==> src/rtl/adsr_pkg.sv <==
// ----------------------------------------------------------------------------
// ADSR envelope package
// Shared widths, default parameters, register indexes and opcodes.
// ----------------------------------------------------------------------------
package adsr_pkg;

   localparam int TIME_BITS_DEF  = 32;
   localparam int LEVEL_BITS_DEF = 16;

   localparam int LEN_BITS   = 24;
   localparam int INDEX_BITS = 3;

   localparam logic [LEN_BITS-1:0] ATTACK_RST  = 24'd4800;
   localparam logic [LEN_BITS-1:0] DECAY_RST   = 24'd480;
   localparam logic [LEN_BITS-1:0] RELEASE_RST = 24'd9600;
   localparam logic [LEN_BITS-1:0] SUSTAIN_RST = 24'd52429;
   localparam logic [LEN_BITS-1:0] PEAK_RST    = 24'd65535;
   localparam logic [LEN_BITS-1:0] FLOOR_RST   = 24'd7;

   typedef enum logic [INDEX_BITS-1:0] {
      REG_ATTACK  = 3'd0,
      REG_DECAY   = 3'd1,
      REG_RELEASE = 3'd2,
      REG_SUSTAIN = 3'd3,
      REG_PEAK    = 3'd4,
      REG_FLOOR   = 3'd5
   } reg_index_type;

   typedef enum logic [1:0] {
      OP_TICK     = 2'd0,
      OP_NOTE_ON  = 2'd1,
      OP_NOTE_OFF = 2'd2
   } opcode_type;

endpackage

==> src/rtl/adsr_csr.sv <==
// ----------------------------------------------------------------------------
// ADSR configuration registers
// Write-only register bank; lengths are presented with zero read as one.
// ----------------------------------------------------------------------------
module adsr_csr import adsr_pkg::*; #(
   parameter int LEVEL_BITS = LEVEL_BITS_DEF
) (
   input  logic                  clock,
   input  logic                  reset,
   input  logic                  csr_we,
   input  logic [INDEX_BITS-1:0] csr_index,
   input  logic [LEN_BITS-1:0]   csr_wdata,
   output logic [LEN_BITS-1:0]   attack_len,
   output logic [LEN_BITS-1:0]   decay_len,
   output logic [LEN_BITS-1:0]   release_len,
   output logic [LEVEL_BITS-1:0] sustain_level,
   output logic [LEVEL_BITS-1:0] peak_level,
   output logic [LEVEL_BITS-1:0] floor_level
);

   logic [LEN_BITS-1:0]   attack_ff, decay_ff, release_ff;
   logic [LEVEL_BITS-1:0] sustain_ff, peak_ff, floor_ff;

   always_ff @(posedge clock) begin
      if (reset) begin
         attack_ff  <= ATTACK_RST;
         decay_ff   <= DECAY_RST;
         release_ff <= RELEASE_RST;
         sustain_ff <= SUSTAIN_RST[LEVEL_BITS-1:0];
         peak_ff    <= PEAK_RST[LEVEL_BITS-1:0];
         floor_ff   <= FLOOR_RST[LEVEL_BITS-1:0];
      end else if (csr_we) begin
         case (csr_index)
            REG_ATTACK:  attack_ff  <= csr_wdata;
            REG_DECAY:   decay_ff   <= csr_wdata;
            REG_RELEASE: release_ff <= csr_wdata;
            REG_SUSTAIN: sustain_ff <= csr_wdata[LEVEL_BITS-1:0];
            REG_PEAK:    peak_ff    <= csr_wdata[LEVEL_BITS-1:0];
            REG_FLOOR:   floor_ff   <= csr_wdata[LEVEL_BITS-1:0];
            default: ;
         endcase
      end
   end

   assign attack_len    = (attack_ff  == '0) ? LEN_BITS'(1) : attack_ff;
   assign decay_len     = (decay_ff   == '0) ? LEN_BITS'(1) : decay_ff;
   assign release_len   = (release_ff == '0) ? LEN_BITS'(1) : release_ff;
   assign sustain_level = sustain_ff;
   assign peak_level    = peak_ff;
   assign floor_level   = floor_ff;

endmodule

==> src/rtl/adsr_div.sv <==
// ----------------------------------------------------------------------------
// ADSR serial divider
// Restoring divider, one quotient bit per cycle; the quotient must fit in
// LEVEL_BITS, so the upper dividend bits start out below the divisor.
// ----------------------------------------------------------------------------
module adsr_div import adsr_pkg::*; #(
   parameter int LEVEL_BITS = LEVEL_BITS_DEF,
   localparam int NUM_W = LEN_BITS + LEVEL_BITS
) (
   input  logic                  clock,
   input  logic                  reset,
   input  logic                  start,
   input  logic [NUM_W-1:0]      dividend,
   input  logic [LEN_BITS-1:0]   divisor,
   output logic                  done,
   output logic [LEVEL_BITS-1:0] quotient
);

   localparam int CNT_W = $clog2(LEVEL_BITS + 1);

   logic [LEN_BITS-1:0]   rem_ff, rem_in;
   logic [LEVEL_BITS-1:0] low_ff, low_in;
   logic [LEN_BITS-1:0]   den_ff;
   logic [CNT_W-1:0]      count_ff, count_in;
   logic                  done_ff, done_in;
   logic [LEN_BITS:0]     trial;
   logic                  fits;

   assign trial = {rem_ff, low_ff[LEVEL_BITS-1]};
   assign fits  = (trial >= {1'b0, den_ff});

   always_comb begin
      rem_in   = rem_ff;
      low_in   = low_ff;
      count_in = count_ff;
      done_in  = 1'b0;
      if (start) begin
         rem_in   = dividend[NUM_W-1:LEVEL_BITS];
         low_in   = dividend[LEVEL_BITS-1:0];
         count_in = CNT_W'(LEVEL_BITS);
      end else if (count_ff != '0) begin
         if (fits) begin
            rem_in = LEN_BITS'(trial - {1'b0, den_ff});
         end else begin
            rem_in = trial[LEN_BITS-1:0];
         end
         low_in   = {low_ff[LEVEL_BITS-2:0], fits};
         count_in = count_ff - CNT_W'(1);
         done_in  = (count_ff == CNT_W'(1));
      end
   end

   always_ff @(posedge clock) begin
      if (reset) begin
         count_ff <= '0;
         done_ff  <= 1'b0;
      end else begin
         count_ff <= count_in;
         done_ff  <= done_in;
      end
      rem_ff <= rem_in;
      low_ff <= low_in;
      if (start) begin
         den_ff <= divisor;
      end
   end

   assign done     = done_ff;
   assign quotient = low_ff;

endmodule

==> src/rtl/adsr_envelope_generator.sv <==
// ----------------------------------------------------------------------------
// Linear ADSR envelope generator
// One voice: note-on/off requests stamp the time, tick requests return the
// envelope amplitude at the given time.
// ----------------------------------------------------------------------------
// Usage:
//   req_* carries requests: req_tuser is the opcode (tick, note on, note off),
//   req_tdata the sample time. rsp_* returns one amplitude per tick; note-on,
//   note-off and unknown opcodes return nothing. csr_* writes the lengths and
//   levels; the user must write only while no request is in progress, as the
//   block itself does not enforce it. A tick on a ramp runs through a shared
//   multiplier twice and a serial divider that retires one quotient bit per
//   cycle; a tick in sustain or past release skips both and goes straight
//   from the pick state to the output state.
//   req_tready is low while a tick is in progress.
//   The result sits in an output register; if the receiver stalls, the next
//   request is still taken, and a following tick waits before its result
//   is loaded.
//   Reset is synchronous: registers return to defaults, the gate is off with
//   both stamps at zero, and no response is pending.
// ----------------------------------------------------------------------------
module adsr_envelope_generator import adsr_pkg::*; #(
   parameter int TIME_BITS  = TIME_BITS_DEF,
   parameter int LEVEL_BITS = LEVEL_BITS_DEF,
   localparam int REQ_W = ((TIME_BITS + 7) / 8) * 8,
   localparam int RSP_W = ((LEVEL_BITS + 7) / 8) * 8
) (
   input  logic                  clock,
   input  logic                  reset,
   input  logic                  req_tvalid,
   output logic                  req_tready,
   input  logic [REQ_W-1:0]      req_tdata,   // now_time
   input  logic [1:0]            req_tuser,   // opcode
   output logic                  rsp_tvalid,
   input  logic                  rsp_tready,
   output logic [RSP_W-1:0]      rsp_tdata,   // amplitude
   input  logic                  csr_we,
   input  logic [INDEX_BITS-1:0] csr_index,
   input  logic [LEN_BITS-1:0]   csr_wdata
);

   localparam int NUM_W  = LEN_BITS + LEVEL_BITS;
   localparam int WIDE_W = (TIME_BITS > LEN_BITS) ? TIME_BITS : LEN_BITS;

   typedef enum logic [2:0] {
      S_IDLE,
      S_SPLIT,
      S_PICK,
      S_MUL1,
      S_MUL2,
      S_START,
      S_DIV,
      S_OUT
   } state_type;

   logic [LEN_BITS-1:0]   attack_len, decay_len, release_len;
   logic [LEVEL_BITS-1:0] sustain_level, peak_level, floor_level;

   state_type             state_ff, state_in;
   logic                  gate_ff, gate_in;
   logic [TIME_BITS-1:0]  on_stamp_ff, on_stamp_in;
   logic [TIME_BITS-1:0]  off_stamp_ff, off_stamp_in;
   logic [WIDE_W-1:0]     elapsed_ff, elapsed_in;
   logic [WIDE_W-1:0]     diff_ff, diff_in;
   logic                  ramp_ff, ramp_in;
   logic [LEN_BITS-1:0]   opa_ff, opa_in, opa2_ff, opa2_in;
   logic [LEVEL_BITS-1:0] opb_ff, opb_in, opb2_ff, opb2_in;
   logic [LEN_BITS-1:0]   den_ff, den_in;
   logic [NUM_W-1:0]      acc_ff, acc_in;
   logic [LEVEL_BITS-1:0] amp_ff, amp_in;
   logic                  rsp_valid_ff, rsp_valid_in;
   logic [LEVEL_BITS-1:0] rsp_data_ff, rsp_data_in;

   logic [TIME_BITS-1:0]  now_time;
   logic [TIME_BITS-1:0]  elapsed_raw;
   logic [NUM_W-1:0]      prod;
   logic [LEN_BITS-1:0]   len_sel;
   logic [LEN_BITS-1:0]   k_val;
   logic                  div_start, div_done;
   logic [LEVEL_BITS-1:0] div_quot;
   logic                  req_fire;

   adsr_csr #(.LEVEL_BITS(LEVEL_BITS)) u_csr (
      .clock         (clock),
      .reset         (reset),
      .csr_we        (csr_we),
      .csr_index     (csr_index),
      .csr_wdata     (csr_wdata),
      .attack_len    (attack_len),
      .decay_len     (decay_len),
      .release_len   (release_len),
      .sustain_level (sustain_level),
      .peak_level    (peak_level),
      .floor_level   (floor_level)
   );

   adsr_div #(.LEVEL_BITS(LEVEL_BITS)) u_div (
      .clock    (clock),
      .reset    (reset),
      .start    (div_start),
      .dividend (acc_ff),
      .divisor  (den_ff),
      .done     (div_done),
      .quotient (div_quot)
   );

   assign now_time    = req_tdata[TIME_BITS-1:0];
   assign elapsed_raw = now_time - (gate_ff ? on_stamp_ff : off_stamp_ff);
   assign req_tready  = (state_ff == S_IDLE);
   assign req_fire    = req_tvalid && req_tready;
   assign prod        = opa_ff * opb_ff;
   assign len_sel     = gate_ff ? attack_len : release_len;
   assign k_val       = diff_ff[LEN_BITS-1:0];
   assign div_start   = (state_ff == S_START);

   always_comb begin
      state_in     = state_ff;
      gate_in      = gate_ff;
      on_stamp_in  = on_stamp_ff;
      off_stamp_in = off_stamp_ff;
      elapsed_in   = elapsed_ff;
      diff_in      = diff_ff;
      ramp_in      = ramp_ff;
      opa_in       = opa_ff;
      opb_in       = opb_ff;
      opa2_in      = opa2_ff;
      opb2_in      = opb2_ff;
      den_in       = den_ff;
      acc_in       = acc_ff;
      amp_in       = amp_ff;
      rsp_valid_in = rsp_valid_ff && !rsp_tready;
      rsp_data_in  = rsp_data_ff;
      case (state_ff)
         S_IDLE: begin
            if (req_fire) begin
               case (req_tuser)
                  OP_NOTE_ON: begin
                     on_stamp_in = now_time;
                     gate_in     = 1'b1;
                  end
                  OP_NOTE_OFF: begin
                     off_stamp_in = now_time;
                     gate_in      = 1'b0;
                  end
                  OP_TICK: begin
                     elapsed_in = WIDE_W'(elapsed_raw);
                     state_in   = S_SPLIT;
                  end
                  default: ;
               endcase
            end
         end
         S_SPLIT: begin
            diff_in = elapsed_ff - WIDE_W'(len_sel);
            ramp_in = gate_ff ? (elapsed_ff <= WIDE_W'(len_sel))
                              : (elapsed_ff <  WIDE_W'(len_sel));
            state_in = S_PICK;
         end
         S_PICK: begin
            opa2_in = '0;
            opb2_in = '0;
            state_in = S_MUL1;
            if (gate_ff && ramp_ff) begin
               opa_in = elapsed_ff[LEN_BITS-1:0];
               opb_in = peak_level;
               den_in = attack_len;
            end else if (gate_ff && diff_ff <= WIDE_W'(decay_len)) begin
               opa_in  = decay_len - k_val;
               opb_in  = peak_level;
               opa2_in = k_val;
               opb2_in = sustain_level;
               den_in  = decay_len;
            end else if (gate_ff) begin
               amp_in   = sustain_level;
               state_in = S_OUT;
            end else if (ramp_ff) begin
               opa_in = release_len - elapsed_ff[LEN_BITS-1:0];
               opb_in = sustain_level;
               den_in = release_len;
            end else begin
               amp_in   = '0;
               state_in = S_OUT;
            end
         end
         S_MUL1: begin
            acc_in   = prod;
            opa_in   = opa2_ff;
            opb_in   = opb2_ff;
            state_in = S_MUL2;
         end
         S_MUL2: begin
            acc_in   = acc_ff + prod;
            state_in = S_START;
         end
         S_START: begin
            state_in = S_DIV;
         end
         S_DIV: begin
            if (div_done) begin
               amp_in   = div_quot;
               state_in = S_OUT;
            end
         end
         S_OUT: begin
            if (!rsp_valid_ff || rsp_tready) begin
               rsp_valid_in = 1'b1;
               rsp_data_in  = (amp_ff < floor_level) ? '0 : amp_ff;
               state_in     = S_IDLE;
            end
         end
         default: state_in = S_IDLE;
      endcase
   end

   always_ff @(posedge clock) begin
      if (reset) begin
         state_ff     <= S_IDLE;
         gate_ff      <= 1'b0;
         on_stamp_ff  <= '0;
         off_stamp_ff <= '0;
         rsp_valid_ff <= 1'b0;
      end else begin
         state_ff     <= state_in;
         gate_ff      <= gate_in;
         on_stamp_ff  <= on_stamp_in;
         off_stamp_ff <= off_stamp_in;
         rsp_valid_ff <= rsp_valid_in;
      end
      elapsed_ff  <= elapsed_in;
      diff_ff     <= diff_in;
      ramp_ff     <= ramp_in;
      opa_ff      <= opa_in;
      opb_ff      <= opb_in;
      opa2_ff     <= opa2_in;
      opb2_ff     <= opb2_in;
      den_ff      <= den_in;
      acc_ff      <= acc_in;
      amp_ff      <= amp_in;
      rsp_data_ff <= rsp_data_in;
   end

   assign rsp_tvalid = rsp_valid_ff;
   assign rsp_tdata  = RSP_W'(rsp_data_ff);

endmodule
==> config.mk <==
export PLATFORM = sky130hd
export DESIGN_NAME = adsr_envelope_generator
export DESIGN_NICKNAME = d
export VERILOG_FILES = /design/src/rtl/adsr_pkg.sv /design/src/rtl/adsr_csr.sv /design/src/rtl/adsr_div.sv /design/src/rtl/adsr_envelope_generator.sv
export SDC_FILE = /design/constraint.sdc
export NUM_CORES = 2
export LEC_CHECK = 0
export BUFFER_PORTS_ARGS = -buffer_cell sky130_fd_sc_hd__buf_4
export CAP_MARGIN = 10
export CORE_MARGIN = 2
export CORE_UTILIZATION = 60
export DETAILED_ROUTE_END_ITERATION = 10
export PLACE_DENSITY_LB_ADDON = 0.12
export RECOVER_POWER = 25
export SKIP_LAST_GASP = 1
export SYNTH_ARGS = -nofsm -noshare
export SYNTH_HDL_FRONTEND = slang
export SYNTH_SLANG_ARGS = --single-unit
==> constraint.sdc <==
create_clock -name clock -period 12.4 [get_ports clock]
set_clock_uncertainty 0.2 [all_clocks]
set_input_delay 0.62 -clock clock [delete_from_list [all_inputs] [get_ports clock]]
set_output_delay 0.62 -clock clock [all_outputs]
set_load 0.1 [all_outputs]
# Word level (Yosys, flattened, before mapping)
# Cells that the tools add are included.
[word_totals]
ff_bits = 500
[op_classes]
bitwise_logic = 2
add_sub_neg = 7
magnitude_cmp = 5
muxes = 46
n_reduce_logical = 38
n_eq_ne = 25
n_mul = 1
[ops]
columns = ["op", "n"]
rows = [
  ["$mux 24", 15],
  ["$mux 16", 11],
  ["$pmux 40 s2", 1],
  ["$logic_not 24->1", 3],
  ["$sub 24x24->24", 3],
  ["$le 32x24->1", 2],
  ["$pmux 16 s2", 2],
  ["$pmux 24 s2", 1],
  ["$add 40x40->40", 1],
  ["$mul 24x16->40", 1],
  ["$lt 32x24->1", 1],
  ["$mux 32", 1],
  ["$sub 32x24->32", 1],
  ["$sub 32x32->32", 1],
  ["$ge 25x24->1", 1],
  ["$mux 3", 8],
  ["$pmux 3 s8", 1],
  ["$eq 3x3->1 const B", 6],
  ["$reduce_and 3->1", 6],
  ["$lt 16x16->1", 1],
  ["$reduce_and 2->1", 7],
  ["$eq 3x2->1 const B", 4],
  ["$mux 5", 2],
  ["$reduce_bool 2->1", 5],
  ["24 further kinds", 39],
]

# Depth between registers and ports, before layout
[depth]
word_depth = 8
depth_mapped = 37

# Modules after synthesis
# Synthesis repeated with hierarchy kept, for this count alone.
[hier_totals]
cells_unflattened = 4674
hier_area_um2 = 41997.8
[modules_own_cells]
columns = ["module", "n_inst", "cells_per_inst", "area_each_um2"]
rows = [
  ["adsr_envelope_generator", 1, 3652, 32827.7],
  ["adsr_csr", 1, 614, 4777.1],
  ["adsr_div", 1, 408, 4393.0],
]

# Worst setup path before layout
# OpenSTA, ideal clock, no wires.
[synth_path]
path_kind = "register to register"
startpoint = "register opa_ff[5]"
endpoint = "register acc_ff[39], data pin"
path_stages_with_launch = 32
synth_period_minus_slack_ns = 8.341
slack_ns = 4.059
path_buffers = 1
setup_time_ns = 0.260
t_arrival_ns = 7.881
required_time_ns = 11.940
path_cell_list = "edfxtp_1 -> clkbuf_1 -> and2_1 -> fa_1 -> inv_1 -> fa_1 -> fa_1 -> fa_1 -> inv_1 -> fa_1 -> inv_1 -> fa_1 -> inv_1 -> ha_1 -> nand2_1 -> nor2_1 -> a221o_1 -> a21o_1 -> a21o_1 -> xor2_1 -> ha_1 -> a211o_1 -> a21oi_2 -> nand2_1 -> o31a_1 -> a2111oi_4 -> o21ai_2 -> and4_4 -> a2111oi_4 -> xnor2_1 -> nand2_1 -> xnor2_1"
[synth_between]
elab_chain_len = 3
[synth_rtl]
columns = ["item", "line_no", "rtl"]
rows = [
  ["start: declaration", "adsr_envelope_generator.sv:66", "logic [LEN_BITS-1:0] opa_ff, opa_in, opa2_ff, opa2_in;"],
  ["start signal: assignment", "adsr_envelope_generator.sv:232", "opa_ff <= opa_in;"],
  ["$mul 24x16->40 *", "adsr_envelope_generator.sv:111", "assign prod = opa_ff * opb_ff;"],
  ["$add 40x40->40", "adsr_envelope_generator.sv:192", "acc_in = acc_ff + prod;"],
  ["$pmux 40 s2 *", "adsr_envelope_generator.sv:133", "case (state_ff)"],
  ["named net acc_in[39]", "adsr_envelope_generator.sv:69", "logic [NUM_W-1:0] acc_ff, acc_in;"],
  ["end signal: assignment", "adsr_envelope_generator.sv:237", "acc_ff <= acc_in;"],
  ["end: declaration", "adsr_envelope_generator.sv:69", ""],
]
# The timed path passes the listed nets; every way through them passes the cells marked *.
# A chain may end at the register's enable or synchronous reset.

# Worst setup path in the final report
[layout_path]
startpoint = "register opb_ff[7]"
endpoint = "register acc_ff[38], data pin"
[layout_between]
elab_chain_len = 3
[layout_rtl]
columns = ["item", "line_no", "rtl"]
rows = [
  ["start: declaration", "adsr_envelope_generator.sv:67", "logic [LEVEL_BITS-1:0] opb_ff, opb_in, opb2_ff, opb2_in;"],
  ["start signal: assignment", "adsr_envelope_generator.sv:233", "opb_ff <= opb_in;"],
  ["$mul 24x16->40 *", "adsr_envelope_generator.sv:111", ""],
  ["$add 40x40->40", "adsr_envelope_generator.sv:192", ""],
  ["$pmux 40 s2 *", "adsr_envelope_generator.sv:133", ""],
  ["named net acc_in[38]", "adsr_envelope_generator.sv:69", ""],
]
# Marked as above.

==> results.py <==
metrics = {
    "logic_synthesis": {
        "syn_avg_cell_area_um2": 8.96,
        "synth-simple-area-share": 0.167,
        "yosys.area.top_type": "edfxtp_1",
        "syn_nets": 5306,
        "synthArstFlopShare": 0,
        "ys_seq_area_frac": 0.316,
        "synth-main-ff-cell": "edfxtp_1",
        "netlist_instances": 4606,
        "synth_top_family_by_area": "adder cells",
        "synth_edf_count": 305,
        "synth_fa_ha_area_frac": 0.249,
        "synth_seq_cells": 500,
        "synth_common_cells": "nand2_1 (884), inv_1 (516), a21oi_1 (345), ha_1 (322), fa_1 (312)",
        "synth-compound-area-share": 0.127,
        "synth_top_area_share": 0.222,
        "synth.most_common_cell": "nand2_1",
        "synth-xor-area-share": 0.0403,
        "muxShareOfSynthArea": 0.0303,
        "ys_warn_count": 0,
        "ys_types": 73,
        "synthesis.area_um2": 41300,
        "synth_top_cells_by_area": "edfxtp_1 (22%), fa_1 (15%), ha_1 (9.8%)",
    },
    "cells_and_area": {
        "num-fill-cells": 5799,
        "nNetsFinal": 5237,
        "postLayoutCellArea_um2": 44300,
        "layout-drive-gt1-share": 0.0543,
        "ff_latch_area_um2": 13100,
        "area_delta_synth_final_pct": 7.32,
        "multiInputGateArea_um2": 25400,
    },
    "sta": {
        "tightest_slew_ns": 3.54,
        "final_hold_viol_count": 0,
        "period_minus_slack_ns": 9.36,
        "setup_tns_ns": 0,
        "setup_slack_ns": 3.04,
        "setup_viol": 0,
        "slew_headroom": -1.36,
        "rsz0062_at_grt": "false",
        "fin_crit_sh": 0.755,
        "drv_slew": 232,
        "fmax_mhz": 107,
    },
    "min_path": {
        "hp-class": "in -> reg",
    },
    "clocking": {
        "cts_tree": "built",
        "clock_latency_ns": 0.66,
        "clk_root_buffer_cell": "clkbuf_16",
        "clk_path_buf_depth": 3,
        "cts.clk_slew.worst_paths_ns": 0.06,
        "cts_setup_buffers": 0,
        "ctsHtreeMaxLevel": 2,
        "ctsHoldBuffers": 0,
        "cts_buffers": 56,
        "ctsResizeCount": 0,
        "cts.sinks": 500,
    },
    "place": {
        "port_buffers": 83,
        "postPlaceCellArea_um2": 42400,
        "place_ws_ns": 3.17,
        "gp_congestion": 0.995,
        "hpwlAfterDp_um": 86600,
    },
    "floorplan": {
        "die_h_um": 266,
        "design.core.area_um2": 68300,
        "ios": 84,
        "die_x_um": 266,
        "rows": 96,
        "dieArea_um2": 70900,
        "start_util": 0.604,
    },
    "outcome": {
        "status": "complete, but fails checks",
        "violations": "capacitance limit, slew limit",
    },
    "detailed_routing": {
        "ant_nets": 0,
        "avgViaCountPerCell": 5.84,
        "drt-initial-drc-count": 2745,
        "drc": 0,
        "routedWlPerCell_um": 20.7,
        "drt-pass1-iter-count": 6,
        "vias": 31950,
        "drt_wl_total_um": 113000,
    },
    "global_routing": {
        "grt_util_all_layers": 0.323,
        "gr-total-overflow": 0,
        "antenna_found_initial": 1,
        "grt_pass1_vias": 31534,
        "grt_max_degree": 76,
        "grt_pass1_wl_um": 177000,
    },
    "setup_path": {
        "cp_slowest_stage_delay_ns": 0.99,
        "crit_buf_inv": 5,
        "crit_top_cell": "fa_1",
        "slowest_stage": "edfxtp_1",
        "worstPathMaxFanout": 24,
        "end_kind": "flip-flop",
        "crit_arrival_ns": 9.54,
        "worstSetupPathType": "reg -> reg",
        "crit_required_ns": 12.58,
        "cp_top_family": "adder cells",
        "start_kind": "flip-flop",
    },
    "flow_run": {
        "cap_violations": 4,
    },
}
[layout by cell type, fill, tap and decap left out, types with 18 or more instances in the layout]
cell type,n
nand2b_1,25
mux2i_1,115
nand3b_1,37
a21oi_1,345
xnor2_1,100
dfxtp_1,194
o21a_1,32
edfxtp_1,305
fa_1,312
clkbuf_16,56
xor2_1,90
nor2_1,192
clkbuf_1,18
nor4_1,25
nand4_1,19
and3_1,63
and2_1,150
ha_1,322
inv_1,516
buf_4,113
nand2_1,883
a21o_1,113
o21bai_1,29
nor3_1,31
nor2b_1,28
nand3_1,44
o21ai_0,184
[worst register-to-register path, delay by kind of cell (launching register included)]
kind | cells | cell delay [ns]
flops | 1 | 0.99
simple gates | 4 | 0.77
fa+ha+maj | 8 | 3.76
mux | 1 | 0.26
xor+xnor | 2 | 0.32
buf+inv | 5 | 0.27
compound gates | 12 | 2.58
[state kept, by name, summed over array words and instances (netlist names), 32 cells and up]
name and count:
diff_ff 32, elapsed_ff 32, on_stamp_ff 32, off_stamp_ff 32
acc_ff 40
[per-layer routing]
layer / track usage / part of all wire / vias up
met5: 0 / 0.0000088 / -
li1: - / - / 15128
met4: 0.155 / 0.056 / 2
met2: 0.535 / 0.47 / 1117
met1: 0.423 / 0.41 / 15454
met3: 0.0401 / 0.066 / 249
[metrics by stage]
stage	instances	hold WS [ns]	utilization
floorplan	4606	0.200	-
global placement	5361	0.203	0.620
detailed placement	5361	0.205	0.620
CTS	5467	0.00677	0.648
global route	5467	0.0165	0.648
finish	5468	0.0181	0.648
[cell type report]
cell class                 count  area share
multi-input combinational   3343       0.572
clock buffer                  72      0.0339
timing repair buffer         119      0.0197
inverter                     517      0.0438
sequential                   500       0.295
clock inverter                34      0.0103
tap                          882      0.0249
antenna                        1   0.0000565
[worst paths after layout]
path	startpoint	to	slack [ns]	cells past startpoint
max reg2reg	opb_ff[7]$_DFFE_PP_	acc_ff[38]$_DFFE_PP_	3.04	32
min	req_tdata[26]	on_stamp_ff[26]$_SDFFE_PP0P_	0.02	3
min reg2reg	den_ff[8]$_DFFE_PP_	u_div.den_ff[8]$_DFFE_PP_	0.17	0
max	opb_ff[7]$_DFFE_PP_	acc_ff[38]$_DFFE_PP_	3.04	32
[cells by family after synthesis]
kind of cell / after synthesis
xor gates and xnor gates: 190
DFF: 500
buffers and inverters: 763
AOI/OAI and AO/OA: 859
adders and majority gates: 634
and+or+nand+nor: 1536
muxes: 124
Power is not shown: default switching activity piles up to over one toggle a cycle in this logic, so the estimate is an artifact.
